## src/hdl/assert_macros.svh

```systemverilog
// ----------------------------------------------------------------------------
// Assertion macros
// Concurrent assertion wrappers shared by the RTL. They compile to nothing
// when SYNTHESIS is defined.
// ----------------------------------------------------------------------------
`ifndef ASSERT_MACROS_SVH
`define ASSERT_MACROS_SVH

`ifndef SYNTHESIS

`define NAT_ASSERT(lbl, clk, rst_n, prop, msg) \
    lbl: assert property (@(posedge clk) disable iff (!rst_n) prop) else $error(msg);

`define NAT_ASSERT_ALWAYS(lbl, clk, prop, msg) \
    lbl: assert property (@(posedge clk) prop) else $error(msg);

`else

`define NAT_ASSERT(lbl, clk, rst_n, prop, msg)

`define NAT_ASSERT_ALWAYS(lbl, clk, prop, msg)

`endif

`endif

```

## src/hdl/nat_pkg.sv

```systemverilog
// ----------------------------------------------------------------------------
// Tokenizer package
// Shared constants, register indexes and structures of the tokenizer.
// ----------------------------------------------------------------------------
package nat_pkg;

    localparam int OFFSET_BITS_DEF    = 16;
    localparam int MAX_DELIMITERS_DEF = 8;
    localparam int MAX_ENCLOSURES_DEF = 2;
    localparam int MAX_PREFIX_DEF     = 4;
    localparam int NEST_BITS_DEF      = 8;

    localparam int CFG_INDEX_BITS = 3;
    localparam int CFG_DATA_BITS  = 64;
    localparam int FIELD_BITS     = 16;
    localparam int QUEUE_DEPTH    = 2;

    localparam logic [CFG_INDEX_BITS-1:0] REG_DELIM_BYTES = 3'd0;
    localparam logic [CFG_INDEX_BITS-1:0] REG_DELIM_COUNT = 3'd1;
    localparam logic [CFG_INDEX_BITS-1:0] REG_ENCL_PAIRS  = 3'd2;
    localparam logic [CFG_INDEX_BITS-1:0] REG_ENCL_COUNT  = 3'd3;
    localparam logic [CFG_INDEX_BITS-1:0] REG_PREFIX      = 3'd4;
    localparam logic [CFG_INDEX_BITS-1:0] REG_PREFIX_LEN  = 3'd5;

    localparam logic [63:0] DELIM_BYTES_RST = 64'd32;
    localparam logic [3:0]  DELIM_COUNT_RST = 4'd1;

    typedef struct packed {
        logic [63:0] delimiter_bytes;
        logic [3:0]  delimiter_count;
        logic [31:0] enclosure_pairs;
        logic [1:0]  enclosure_count;
        logic [31:0] comment_prefix;
        logic [2:0]  comment_length;
    } t_cfg;

    typedef struct packed {
        logic       is_delim;
        logic       open_hit;
        logic       open_index;
        logic       close_eq;
        logic       reopen_eq;
        logic       prefix_eq;
        logic [2:0] prefix_len;
    } t_match;

    typedef struct packed {
        logic                  text_done;
        logic                  comment_hit;
        logic                  unterminated;
        logic [FIELD_BITS-1:0] token_ordinal;
        logic [FIELD_BITS-1:0] token_length;
        logic [FIELD_BITS-1:0] token_offset;
        logic                  token_valid;
    } t_result;

endpackage

```

## src/hdl/nat_match.sv

```systemverilog
// ----------------------------------------------------------------------------
// Byte classifier
// Compares one text byte against the delimiter set, the enclosure pairs
// and the comment prefix in parallel.
// ----------------------------------------------------------------------------
module nat_match #(
    parameter int MAX_DELIMITERS = 8,
    parameter int MAX_ENCLOSURES = 2,
    parameter int MAX_PREFIX     = 4
) (
    input  logic [7:0]      i_byte,
    input  nat_pkg::t_cfg   i_cfg,
    input  logic            i_enc_index,
    input  logic [1:0]      i_prefix_index,
    output nat_pkg::t_match o_match
);
    import nat_pkg::*;

    logic [15:0] pair_sel;

    always_comb begin
        o_match.is_delim = 1'b0;
        for (int i = 0; i < MAX_DELIMITERS; i++) begin
            if ((4'(i) < i_cfg.delimiter_count) &&
                (i_cfg.delimiter_bytes[8*i +: 8] == i_byte)) begin
                o_match.is_delim = 1'b1;
            end
        end

        o_match.open_hit   = 1'b0;
        o_match.open_index = 1'b0;
        for (int i = MAX_ENCLOSURES - 1; i >= 0; i--) begin
            if ((2'(i) < i_cfg.enclosure_count) &&
                (i_cfg.enclosure_pairs[16*i +: 8] == i_byte)) begin
                o_match.open_hit   = 1'b1;
                o_match.open_index = 1'(i);
            end
        end

        pair_sel = i_enc_index ? i_cfg.enclosure_pairs[31:16] : i_cfg.enclosure_pairs[15:0];
        o_match.close_eq  = (pair_sel[15:8] == i_byte);
        o_match.reopen_eq = (pair_sel[7:0] == i_byte);

        o_match.prefix_eq  = (i_cfg.comment_prefix[{i_prefix_index, 3'b000} +: 8] == i_byte);
        o_match.prefix_len = (i_cfg.comment_length > 3'(MAX_PREFIX)) ?
                             3'(MAX_PREFIX) : i_cfg.comment_length;
    end

endmodule

```

## src/hdl/nat_scan.sv

```systemverilog
// ----------------------------------------------------------------------------
// Token scanner
// Input register and the per-byte token state update. Produces at most one
// result per byte.
// ----------------------------------------------------------------------------
module nat_scan #(
    parameter int OFFSET_BITS    = 16,
    parameter int MAX_DELIMITERS = 8,
    parameter int MAX_ENCLOSURES = 2,
    parameter int MAX_PREFIX     = 4,
    parameter int NEST_BITS      = 8
) (
    input  logic             i_clk,
    input  logic             i_rst_n,
    input  nat_pkg::t_cfg    i_cfg,
    input  logic             i_tvalid,
    output logic             o_tready,
    input  logic [7:0]       i_byte,
    input  logic             i_last,
    input  logic             i_space,
    output logic             o_push,
    output nat_pkg::t_result o_result
);
    import nat_pkg::*;

    typedef enum logic [1:0] {
        PH_BETWEEN,
        PH_PLAIN,
        PH_ENCLOSED,
        PH_FINISHED
    } t_phase;

    logic                   r_valid;
    logic [7:0]             r_byte;
    logic                   r_last;
    logic [OFFSET_BITS-1:0] r_pos, n_pos;
    logic [OFFSET_BITS-1:0] r_begin, n_begin;
    t_phase                 r_phase, n_phase;
    logic                   r_idx, n_idx;
    logic [NEST_BITS-1:0]   r_nest, n_nest;
    logic [2:0]             r_matched, n_matched;
    logic                   r_alive, n_alive;
    logic [FIELD_BITS-1:0]  r_tokens, n_tokens;

    t_match                 w_match;
    logic                   adv;
    logic [OFFSET_BITS-1:0] pos_inc;
    logic [NEST_BITS-1:0]   nest_dec;
    logic                   pa_in;
    logic [2:0]             pm_in;
    logic                   p_live;
    logic                   p_hit;
    logic                   p_alive_nx;
    logic [2:0]             p_matched_nx;
    logic                   tok;
    logic                   tok_unterm;
    logic [OFFSET_BITS-1:0] tok_end;
    logic [OFFSET_BITS-1:0] tok_len;
    logic                   emit;

    assign adv      = r_valid && i_space;
    assign o_tready = !r_valid || i_space;
    assign pos_inc  = (r_pos != '1) ? r_pos + 1'b1 : r_pos;
    assign nest_dec = (r_nest != '0) ? r_nest - 1'b1 : r_nest;

    assign pa_in = (r_phase == PH_BETWEEN) ? (w_match.prefix_len != 3'd0) : r_alive;
    assign pm_in = (r_phase == PH_BETWEEN) ? 3'd0 : r_matched;

    nat_match #(
        .MAX_DELIMITERS (MAX_DELIMITERS),
        .MAX_ENCLOSURES (MAX_ENCLOSURES),
        .MAX_PREFIX     (MAX_PREFIX)
    ) u_match (
        .i_byte         (r_byte),
        .i_cfg          (i_cfg),
        .i_enc_index    (r_idx),
        .i_prefix_index (pm_in[1:0]),
        .o_match        (w_match)
    );

    assign p_live       = pa_in && (pm_in < w_match.prefix_len);
    assign p_hit        = p_live && w_match.prefix_eq && ((pm_in + 3'd1) == w_match.prefix_len);
    assign p_alive_nx   = pa_in && (!p_live || w_match.prefix_eq);
    assign p_matched_nx = (p_live && w_match.prefix_eq) ? pm_in + 3'd1 : pm_in;

    always_comb begin
        n_pos      = r_pos;
        n_begin    = r_begin;
        n_phase    = r_phase;
        n_idx      = r_idx;
        n_nest     = r_nest;
        n_matched  = r_matched;
        n_alive    = r_alive;
        n_tokens   = r_tokens;
        tok        = 1'b0;
        tok_unterm = 1'b0;
        tok_end    = r_pos;
        emit       = 1'b0;

        if (r_phase == PH_FINISHED) begin
            n_phase = PH_FINISHED;
        end else if (r_byte == 8'd0) begin
            tok        = (r_phase == PH_PLAIN) || (r_phase == PH_ENCLOSED);
            tok_unterm = (r_phase == PH_ENCLOSED);
            n_phase    = PH_FINISHED;
            n_alive    = 1'b0;
        end else begin
            n_pos = pos_inc;
            unique case (r_phase)
                PH_BETWEEN: begin
                    if (!w_match.is_delim) begin
                        n_begin   = r_pos;
                        n_phase   = PH_PLAIN;
                        n_alive   = p_alive_nx;
                        n_matched = p_matched_nx;
                        if (w_match.open_hit) begin
                            n_phase = PH_ENCLOSED;
                            n_idx   = w_match.open_index;
                            n_nest  = NEST_BITS'(1);
                        end
                        if (p_hit) begin
                            n_phase = PH_FINISHED;
                        end
                    end
                end
                PH_PLAIN: begin
                    if (w_match.is_delim) begin
                        tok     = 1'b1;
                        tok_end = r_pos;
                    end else begin
                        n_alive   = p_alive_nx;
                        n_matched = p_matched_nx;
                        if (p_hit) begin
                            n_phase = PH_FINISHED;
                        end
                    end
                end
                default: begin
                    n_alive   = p_alive_nx;
                    n_matched = p_matched_nx;
                    if (p_hit) begin
                        n_phase = PH_FINISHED;
                    end else if (w_match.close_eq) begin
                        n_nest = nest_dec;
                        if (nest_dec == '0) begin
                            tok     = 1'b1;
                            tok_end = pos_inc;
                        end
                    end else if (w_match.reopen_eq) begin
                        if (r_nest != '1) begin
                            n_nest = r_nest + 1'b1;
                        end
                    end
                end
            endcase
        end

        if (tok) begin
            n_phase   = (r_byte == 8'd0) ? PH_FINISHED : PH_BETWEEN;
            n_alive   = 1'b0;
            n_matched = 3'd0;
            if (r_tokens != '1) begin
                n_tokens = r_tokens + 1'b1;
            end
            emit = 1'b1;
        end

        o_result.comment_hit = 1'b0;
        if (r_last) begin
            if ((n_phase == PH_PLAIN) || (n_phase == PH_ENCLOSED)) begin
                tok        = 1'b1;
                tok_unterm = (n_phase == PH_ENCLOSED);
                tok_end    = n_pos;
            end
            o_result.comment_hit = (n_phase == PH_FINISHED) && n_alive;
            emit = 1'b1;
        end

        tok_len = tok_end - n_begin;
        o_result.token_valid   = tok;
        o_result.token_offset  = tok ? FIELD_BITS'(n_begin) : '0;
        o_result.token_length  = tok ? FIELD_BITS'(tok_len) : '0;
        o_result.token_ordinal = tok ? r_tokens : '0;
        o_result.unterminated  = tok && tok_unterm;
        o_result.text_done     = r_last;

        if (r_last) begin
            n_pos     = '0;
            n_begin   = '0;
            n_phase   = PH_BETWEEN;
            n_idx     = 1'b0;
            n_nest    = '0;
            n_matched = 3'd0;
            n_alive   = 1'b0;
            n_tokens  = '0;
        end
    end

    assign o_push = adv && emit;

    always_ff @(posedge i_clk) begin
        if (!i_rst_n) begin
            r_valid   <= 1'b0;
            r_pos     <= '0;
            r_begin   <= '0;
            r_phase   <= PH_BETWEEN;
            r_idx     <= 1'b0;
            r_nest    <= '0;
            r_matched <= 3'd0;
            r_alive   <= 1'b0;
            r_tokens  <= '0;
        end else begin
            if (o_tready) begin
                r_valid <= i_tvalid;
            end
            if (adv) begin
                r_pos     <= n_pos;
                r_begin   <= n_begin;
                r_phase   <= n_phase;
                r_idx     <= n_idx;
                r_nest    <= n_nest;
                r_matched <= n_matched;
                r_alive   <= n_alive;
                r_tokens  <= n_tokens;
            end
        end
    end

    always_ff @(posedge i_clk) begin
        if (o_tready && i_tvalid) begin
            r_byte <= i_byte;
            r_last <= i_last;
        end
    end

endmodule

```

## src/hdl/nat_outq.sv

```systemverilog
// ----------------------------------------------------------------------------
// Result queue
// Two-entry result buffer that decouples the scanner from the output side.
// ----------------------------------------------------------------------------
module nat_outq (
    input  logic             i_clk,
    input  logic             i_rst_n,
    input  logic             i_push,
    input  nat_pkg::t_result i_data,
    output logic             o_tvalid,
    input  logic             i_tready,
    output nat_pkg::t_result o_data,
    output logic             o_space,
    output logic             o_pop
);
    import nat_pkg::*;

    t_result    r_q [QUEUE_DEPTH];
    logic       r_wr;
    logic       r_rd;
    logic [1:0] r_count;

    assign o_tvalid = (r_count != 2'd0);
    assign o_data   = r_q[r_rd];
    assign o_pop    = o_tvalid && i_tready;
    assign o_space  = (r_count != 2'(QUEUE_DEPTH));

    always_ff @(posedge i_clk) begin
        if (!i_rst_n) begin
            r_wr    <= 1'b0;
            r_rd    <= 1'b0;
            r_count <= 2'd0;
        end else begin
            if (i_push) begin
                r_wr <= ~r_wr;
            end
            if (o_pop) begin
                r_rd <= ~r_rd;
            end
            if (i_push && !o_pop) begin
                r_count <= r_count + 2'd1;
            end else if (!i_push && o_pop) begin
                r_count <= r_count - 2'd1;
            end
        end
    end

    always_ff @(posedge i_clk) begin
        if (i_push) begin
            r_q[r_wr] <= i_data;
        end
    end

endmodule

```

## src/hdl/nesting_aware_tokenizer_unit.sv

```systemverilog
// ----------------------------------------------------------------------------
// Nesting-aware tokenizer
// Splits a byte stream into tokens, honoring nested enclosures, delimiters
// and a comment prefix, and reports each token's offset, length and ordinal.
//
//   Channel | Direction | Width          | Content
//   --------+-----------+----------------+-----------------------------------
//   s       | in        | 8 + tlast      | one text byte per transfer
//   m       | out       | 48 + 3 + tlast | token report, text end on tlast
//   cfg     | in        | 3 + 64         | register index and write data
//
// One byte is taken per cycle into the input register, and a new transfer
// can be accepted on every clock while the result queue has room. A result
// is offered on the output once the scanner has written it from the input
// register into the result queue. When both queue entries are held, the
// byte in the input register waits and the input stalls. Reset is
// synchronous and active low; no clearing pass is needed.
// ----------------------------------------------------------------------------
module nesting_aware_tokenizer_unit #(
    parameter int OFFSET_BITS    = nat_pkg::OFFSET_BITS_DEF,
    parameter int MAX_DELIMITERS = nat_pkg::MAX_DELIMITERS_DEF,
    parameter int MAX_ENCLOSURES = nat_pkg::MAX_ENCLOSURES_DEF,
    parameter int MAX_PREFIX     = nat_pkg::MAX_PREFIX_DEF,
    parameter int NEST_BITS      = nat_pkg::NEST_BITS_DEF
) (
    input  logic                                i_clk,
    input  logic                                i_rst_n,
    input  logic                                i_s_tvalid,
    output logic                                o_s_tready,
    input  logic [7:0]                          i_s_tdata,   // text_byte
    input  logic                                i_s_tlast,
    output logic                                o_m_tvalid,
    input  logic                                i_m_tready,
    output logic [47:0]                         o_m_tdata,   // token_offset, token_length,
                                                             // token_ordinal
    output logic [2:0]                          o_m_tuser,   // token_valid, unterminated,
                                                             // comment_hit
    output logic                                o_m_tlast,
    input  logic                                i_cfg_valid,
    output logic                                o_cfg_ready,
    input  logic [nat_pkg::CFG_INDEX_BITS-1:0]  i_cfg_index,
    input  logic [nat_pkg::CFG_DATA_BITS-1:0]   i_cfg_data
);
    import nat_pkg::*;
    `include "assert_macros.svh"

    t_cfg    r_cfg;
    t_result w_result;
    t_result w_out;
    logic    w_push;
    logic    w_space;
    logic    w_pop;

    assign o_cfg_ready = 1'b1;

    always_ff @(posedge i_clk) begin
        if (!i_rst_n) begin
            r_cfg.delimiter_bytes <= DELIM_BYTES_RST;
            r_cfg.delimiter_count <= DELIM_COUNT_RST;
            r_cfg.enclosure_pairs <= '0;
            r_cfg.enclosure_count <= '0;
            r_cfg.comment_prefix  <= '0;
            r_cfg.comment_length  <= '0;
        end else if (i_cfg_valid && o_cfg_ready) begin
            unique case (i_cfg_index)
                REG_DELIM_BYTES: r_cfg.delimiter_bytes <= i_cfg_data;
                REG_DELIM_COUNT: r_cfg.delimiter_count <= i_cfg_data[3:0];
                REG_ENCL_PAIRS:  r_cfg.enclosure_pairs <= i_cfg_data[31:0];
                REG_ENCL_COUNT:  r_cfg.enclosure_count <= i_cfg_data[1:0];
                REG_PREFIX:      r_cfg.comment_prefix  <= i_cfg_data[31:0];
                REG_PREFIX_LEN:  r_cfg.comment_length  <= i_cfg_data[2:0];
                default: begin
                end
            endcase
        end
    end

    nat_scan #(
        .OFFSET_BITS    (OFFSET_BITS),
        .MAX_DELIMITERS (MAX_DELIMITERS),
        .MAX_ENCLOSURES (MAX_ENCLOSURES),
        .MAX_PREFIX     (MAX_PREFIX),
        .NEST_BITS      (NEST_BITS)
    ) u_scan (
        .i_clk    (i_clk),
        .i_rst_n  (i_rst_n),
        .i_cfg    (r_cfg),
        .i_tvalid (i_s_tvalid),
        .o_tready (o_s_tready),
        .i_byte   (i_s_tdata),
        .i_last   (i_s_tlast),
        .i_space  (w_space),
        .o_push   (w_push),
        .o_result (w_result)
    );

    nat_outq u_outq (
        .i_clk    (i_clk),
        .i_rst_n  (i_rst_n),
        .i_push   (w_push),
        .i_data   (w_result),
        .o_tvalid (o_m_tvalid),
        .i_tready (i_m_tready),
        .o_data   (w_out),
        .o_space  (w_space),
        .o_pop    (w_pop)
    );

    assign o_m_tdata = {w_out.token_ordinal, w_out.token_length, w_out.token_offset};
    assign o_m_tuser = {w_out.comment_hit, w_out.unterminated, w_out.token_valid};
    assign o_m_tlast = w_out.text_done;

    `NAT_ASSERT(a_queue_no_overflow, i_clk, i_rst_n, w_push |-> w_space || w_pop, "result queue overflow")
    `NAT_ASSERT(a_comment_at_end, i_clk, i_rst_n, o_m_tvalid && o_m_tuser[2] |-> o_m_tlast && !o_m_tuser[0], "comment flag without text end or with a token")
    `NAT_ASSERT(a_unterm_has_token, i_clk, i_rst_n, o_m_tvalid && o_m_tuser[1] |-> o_m_tuser[0], "unterminated flag without a token")
    `NAT_ASSERT(a_empty_data_zero, i_clk, i_rst_n, o_m_tvalid && !o_m_tuser[0] |-> o_m_tdata == 48'd0, "token fields not cleared")

endmodule

```

## config.mk

```make
export PLATFORM = sky130hd
export DESIGN_NAME = nesting_aware_tokenizer_unit
export DESIGN_NICKNAME = d
export VERILOG_FILES = /design/src/hdl/nat_pkg.sv /design/src/hdl/nat_match.sv /design/src/hdl/nat_scan.sv /design/src/hdl/nat_outq.sv /design/src/hdl/nesting_aware_tokenizer_unit.sv
export VERILOG_INCLUDE_DIRS = /design/src /design/src/hdl
export SDC_FILE = /design/constraint.sdc
export NUM_CORES = 1
export LEC_CHECK = 0
export BUFFER_PORTS_ARGS = -buffer_cell sky130_fd_sc_hd__buf_2
export CELL_PAD_IN_SITES_DETAIL_PLACEMENT = 1
export CELL_PAD_IN_SITES_GLOBAL_PLACEMENT = 1
export CORE_MARGIN = 3
export CORE_UTILIZATION = 35
export CTS_BUF_LIST = sky130_fd_sc_hd__clkbuf_8 sky130_fd_sc_hd__clkbuf_16
export CTS_CLUSTER_SIZE = 40
export DETAILED_ROUTE_END_ITERATION = 10
export PLACE_DENSITY_LB_ADDON = 0.15
export SETUP_SLACK_MARGIN = 0.02
export SKIP_CTS_REPAIR_TIMING = 1
export SLEW_MARGIN = 20
export SYNTH_ARGS = -nofsm -noshare
export SYNTH_HDL_FRONTEND = slang
export SYNTH_SLANG_ARGS = --single-unit
```

## constraint.sdc

```tcl
create_clock -name i_clk -period 10.4 [get_ports i_clk]
set_input_delay 1.04 -clock i_clk [delete_from_list [all_inputs] [get_ports i_clk]]
set_output_delay 1.04 -clock i_clk [all_outputs]
set_load 0.01 [all_outputs]
```

==> impl_metrics.env <==
export IMPL_status="finished, final reports clean"
export IMPL_hp_class="reg2reg"
export IMPL_ioPinCount=136
export IMPL_first_global_vias=13963
export IMPL_dieArea_mm2=0.04938
export IMPL_critPathKind="reg2reg"
export IMPL_clock_tree_htree_level_count=2
export IMPL_grt_usage_pct=19.59
export IMPL_powerDensity_mw_per_mm2=172.3
export IMPL_cp_max_fo=17
export IMPL_fillCellCount=5309
export IMPL_synth_main_ff_cell="dfxtp_1"
export IMPL_drt_initial_drc_count=593
export IMPL_antenna_found_initial=0
export IMPL_path_common_cell="ha_1"
export IMPL_clockRootBuffer="clkbuf_16"
export IMPL_fp_dieH_um=222.2
export IMPL_grt_pass1_wl_mm=78.08
export IMPL_netlist_area_mm2=0.01636
export IMPL_clkSinkCount=319
export IMPL_post_route_util_pct=40.94
export IMPL_grt_max_degree=90
export IMPL_fp_row_count=78
export IMPL_hold_viol=0
export IMPL_die_w_um=222.2
export IMPL_wl_per_cell_um=19.62
export IMPL_cp_end_kind="flip-flop"
export IMPL_synthArstFlopShare_pct=0
export IMPL_cp_arrival_ns=9.06
export IMPL_vias=13381
export IMPL_cap_viol_max_count=0
export IMPL_syn_nets=1923
export IMPL_max_freq_mhz=115.2
export IMPL_hpwlAfterDp_mm=33.69
export IMPL_period_minus_slack_ns=8.682
export IMPL_synth_avg_cell_area_um2=9.060
export IMPL_synth_seq_cells=319
export IMPL_multi_input_area_mm2=0.008187
export IMPL_grt_ovfl_total=0
export IMPL_cts_made_buffers=39
export IMPL_portBuffers=134
export IMPL_period_share_pct=83.48
export IMPL_worst_pin_slew_ns=1.073
export IMPL_required_ns=10.78
export IMPL_critPathLaunchType="flip-flop"
export IMPL_max_slew_margin_pct=28.46
export IMPL_dr_pass1_iters=5
export IMPL_yosys_warnings=0
export IMPL_clk_pin_slew_ns=0.06
export IMPL_drive_gt1_share_pct=16.03
export IMPL_gp_congestion=0.8542
export IMPL_finalMaxSlewViolations=0
export IMPL_final_cell_mix="338 x nand2_1, 205 x dfxtp_1, 185 x a21oi_1"
export IMPL_area_growth_pct=14.51
export IMPL_final_common_cell="nand2_1"
export IMPL_synth_edf_count=113
export IMPL_initial_core_util_pct=35.75
export IMPL_ys_types=88
export IMPL_power_leakage_nw=6.666
export IMPL_antenna_left=0
export IMPL_routed_wirelength_mm=49.23
export IMPL_register_area_mm2=0.007518
export IMPL_clock_path_buffers=3
export IMPL_skew_ns=0.03033
export IMPL_cts_tree="done"
export IMPL_synth_seq_area_share_pct=45.94
export IMPL_synthCells=1806
export IMPL_vdd_drop_max_mv=0.1145
export IMPL_worst_skew_pair_late_latency_ns=0.56
export IMPL_cpPeakStageDelay_ns=0.58
export IMPL_rsz0062_at_grt="false"
export IMPL_coreArea_mm2=0.04577
export IMPL_crit_slowest_cell="o41ai_2"
export IMPL_drc_errors=0
export IMPL_n_antenna_cell=0
export IMPL_via_per_inst=5.333
export IMPL_finalSetupViolCount=0
export IMPL_tns_ns=0
export IMPL_final_nets=1997
report_power, final:
group	internal [mW]	switching, mW	total, mW
combinational	0.201	0.291	0.491
sequential	1.33	0.0293	1.36
clock	0.825	0.547	1.37
cells by family (layout without fill, tap and decap cells):
logic type | Yosys count | after routing | share of synthesized area [%]
AND/OR/NAND/NOR | 684 | 684 | 19.27
AO/OA/AOI/OAI | 371 | 371 | 14.06
flip-flops | 319 | 319 | 45.94
buffers and inverters | 163 | 266 | 4.152
XOR/XNOR | 120 | 120 | 6.423
multiplexers | 112 | 112 | 7.333
adder cells (fa/ha/maj) | 36 | 36 | 2.799
other | 1 | 1 | 0.02292
flip-flops by register name, indices dropped and copies added (netlist names), named ones only:
register / cells
r_cfg: 137
u_outq.r_count: 2
u_outq.r_q: 104
u_outq.r_rd: 1
u_outq.r_wr: 1
u_scan.r_alive: 1
u_scan.r_begin: 16
u_scan.r_byte: 8
u_scan.r_idx: 1
u_scan.r_last: 1
u_scan.r_matched: 3
u_scan.r_nest: 8
u_scan.r_phase: 2
u_scan.r_pos: 16
u_scan.r_tokens: 16
u_scan.r_valid: 1
critical path, delay by kind of cell (launching register included):
kind | cells | cell delay, ns
buffers and inverters | 3 | 0.52
AOI/OAI and AO/OA | 11 | 3.36
adders and majority gates | 4 | 1.45
muxes | 2 | 0.58
DFF | 1 | 0.37
and+or+nand+nor | 9 | 2.20
layer usage:
layer  wire, um  up-vias  track usage [%]
li1           -     6515                -
met1      22200     6571            25.08
met2      24320      223            34.55
met3       1622       72            2.629
met4       1094        0            5.573
met5          0        -                0
through the flow:
step	power, mW	cell area (um^2)	cells	setup slack, ns	hold WS, ns
after floorplan	1.716	16360	1806	3.503	0.4320
after global placement	1.884	17450	2439	2.227	0.4408
after detailed placement	1.892	17450	2439	1.844	0.4445
after CTS	3.288	18740	2509	1.783	0.4537
after global routing	3.375	18740	2509	0.9317	0.4765
final	3.228	18740	2509	1.718	0.4521
final timing paths:
check                         start                 to  slack (ns)  cells after the start
setup / recovery  u_scan.r_phase[0]  u_outq.r_q[1][32]        1.72                     29
hold / removal            r_cfg[32]          r_cfg[32]        0.45                      2
setup reg to reg  u_scan.r_phase[0]  u_outq.r_q[1][32]        1.72                     29
hold reg to reg           r_cfg[32]          r_cfg[32]        0.45                      2
synthesized netlist by cell type (all sizes together), types with 14 or more instances:
master,instances,area (um^2)
nand2b,23,143.9
a21oi,185,925.9
and3,14,87.58
nor4,15,100.1
nor2,123,469.2
mux2i,49,490.5
or4,15,120.1
xnor2,102,893.4
nand3,37,185.2
nand2,339,1272
ha,35,437.9
xor2,18,157.7
nand4,28,175.2
dfxtp,206,4124
a31oi,16,100.1
edfxtp,113,3393
nor3,28,145.1
inv,39,146.4
clkbuf,88,330.3
buf,36,202.7
and2,18,112.6
mux2,63,709.4
o21ai,44,224.0
a2bb2oi,15,131.4
layout make-up:
cell class,instances,share of cell area (%)
sequential,319,40.13
timing repair buffer,157,4.501
multi-input combinational,1324,43.69
clock inverter,26,1.242
inverter,39,0.7947
tap,600,4.007
clock buffer,44,5.636
Power figures use the tool's default switching activity.
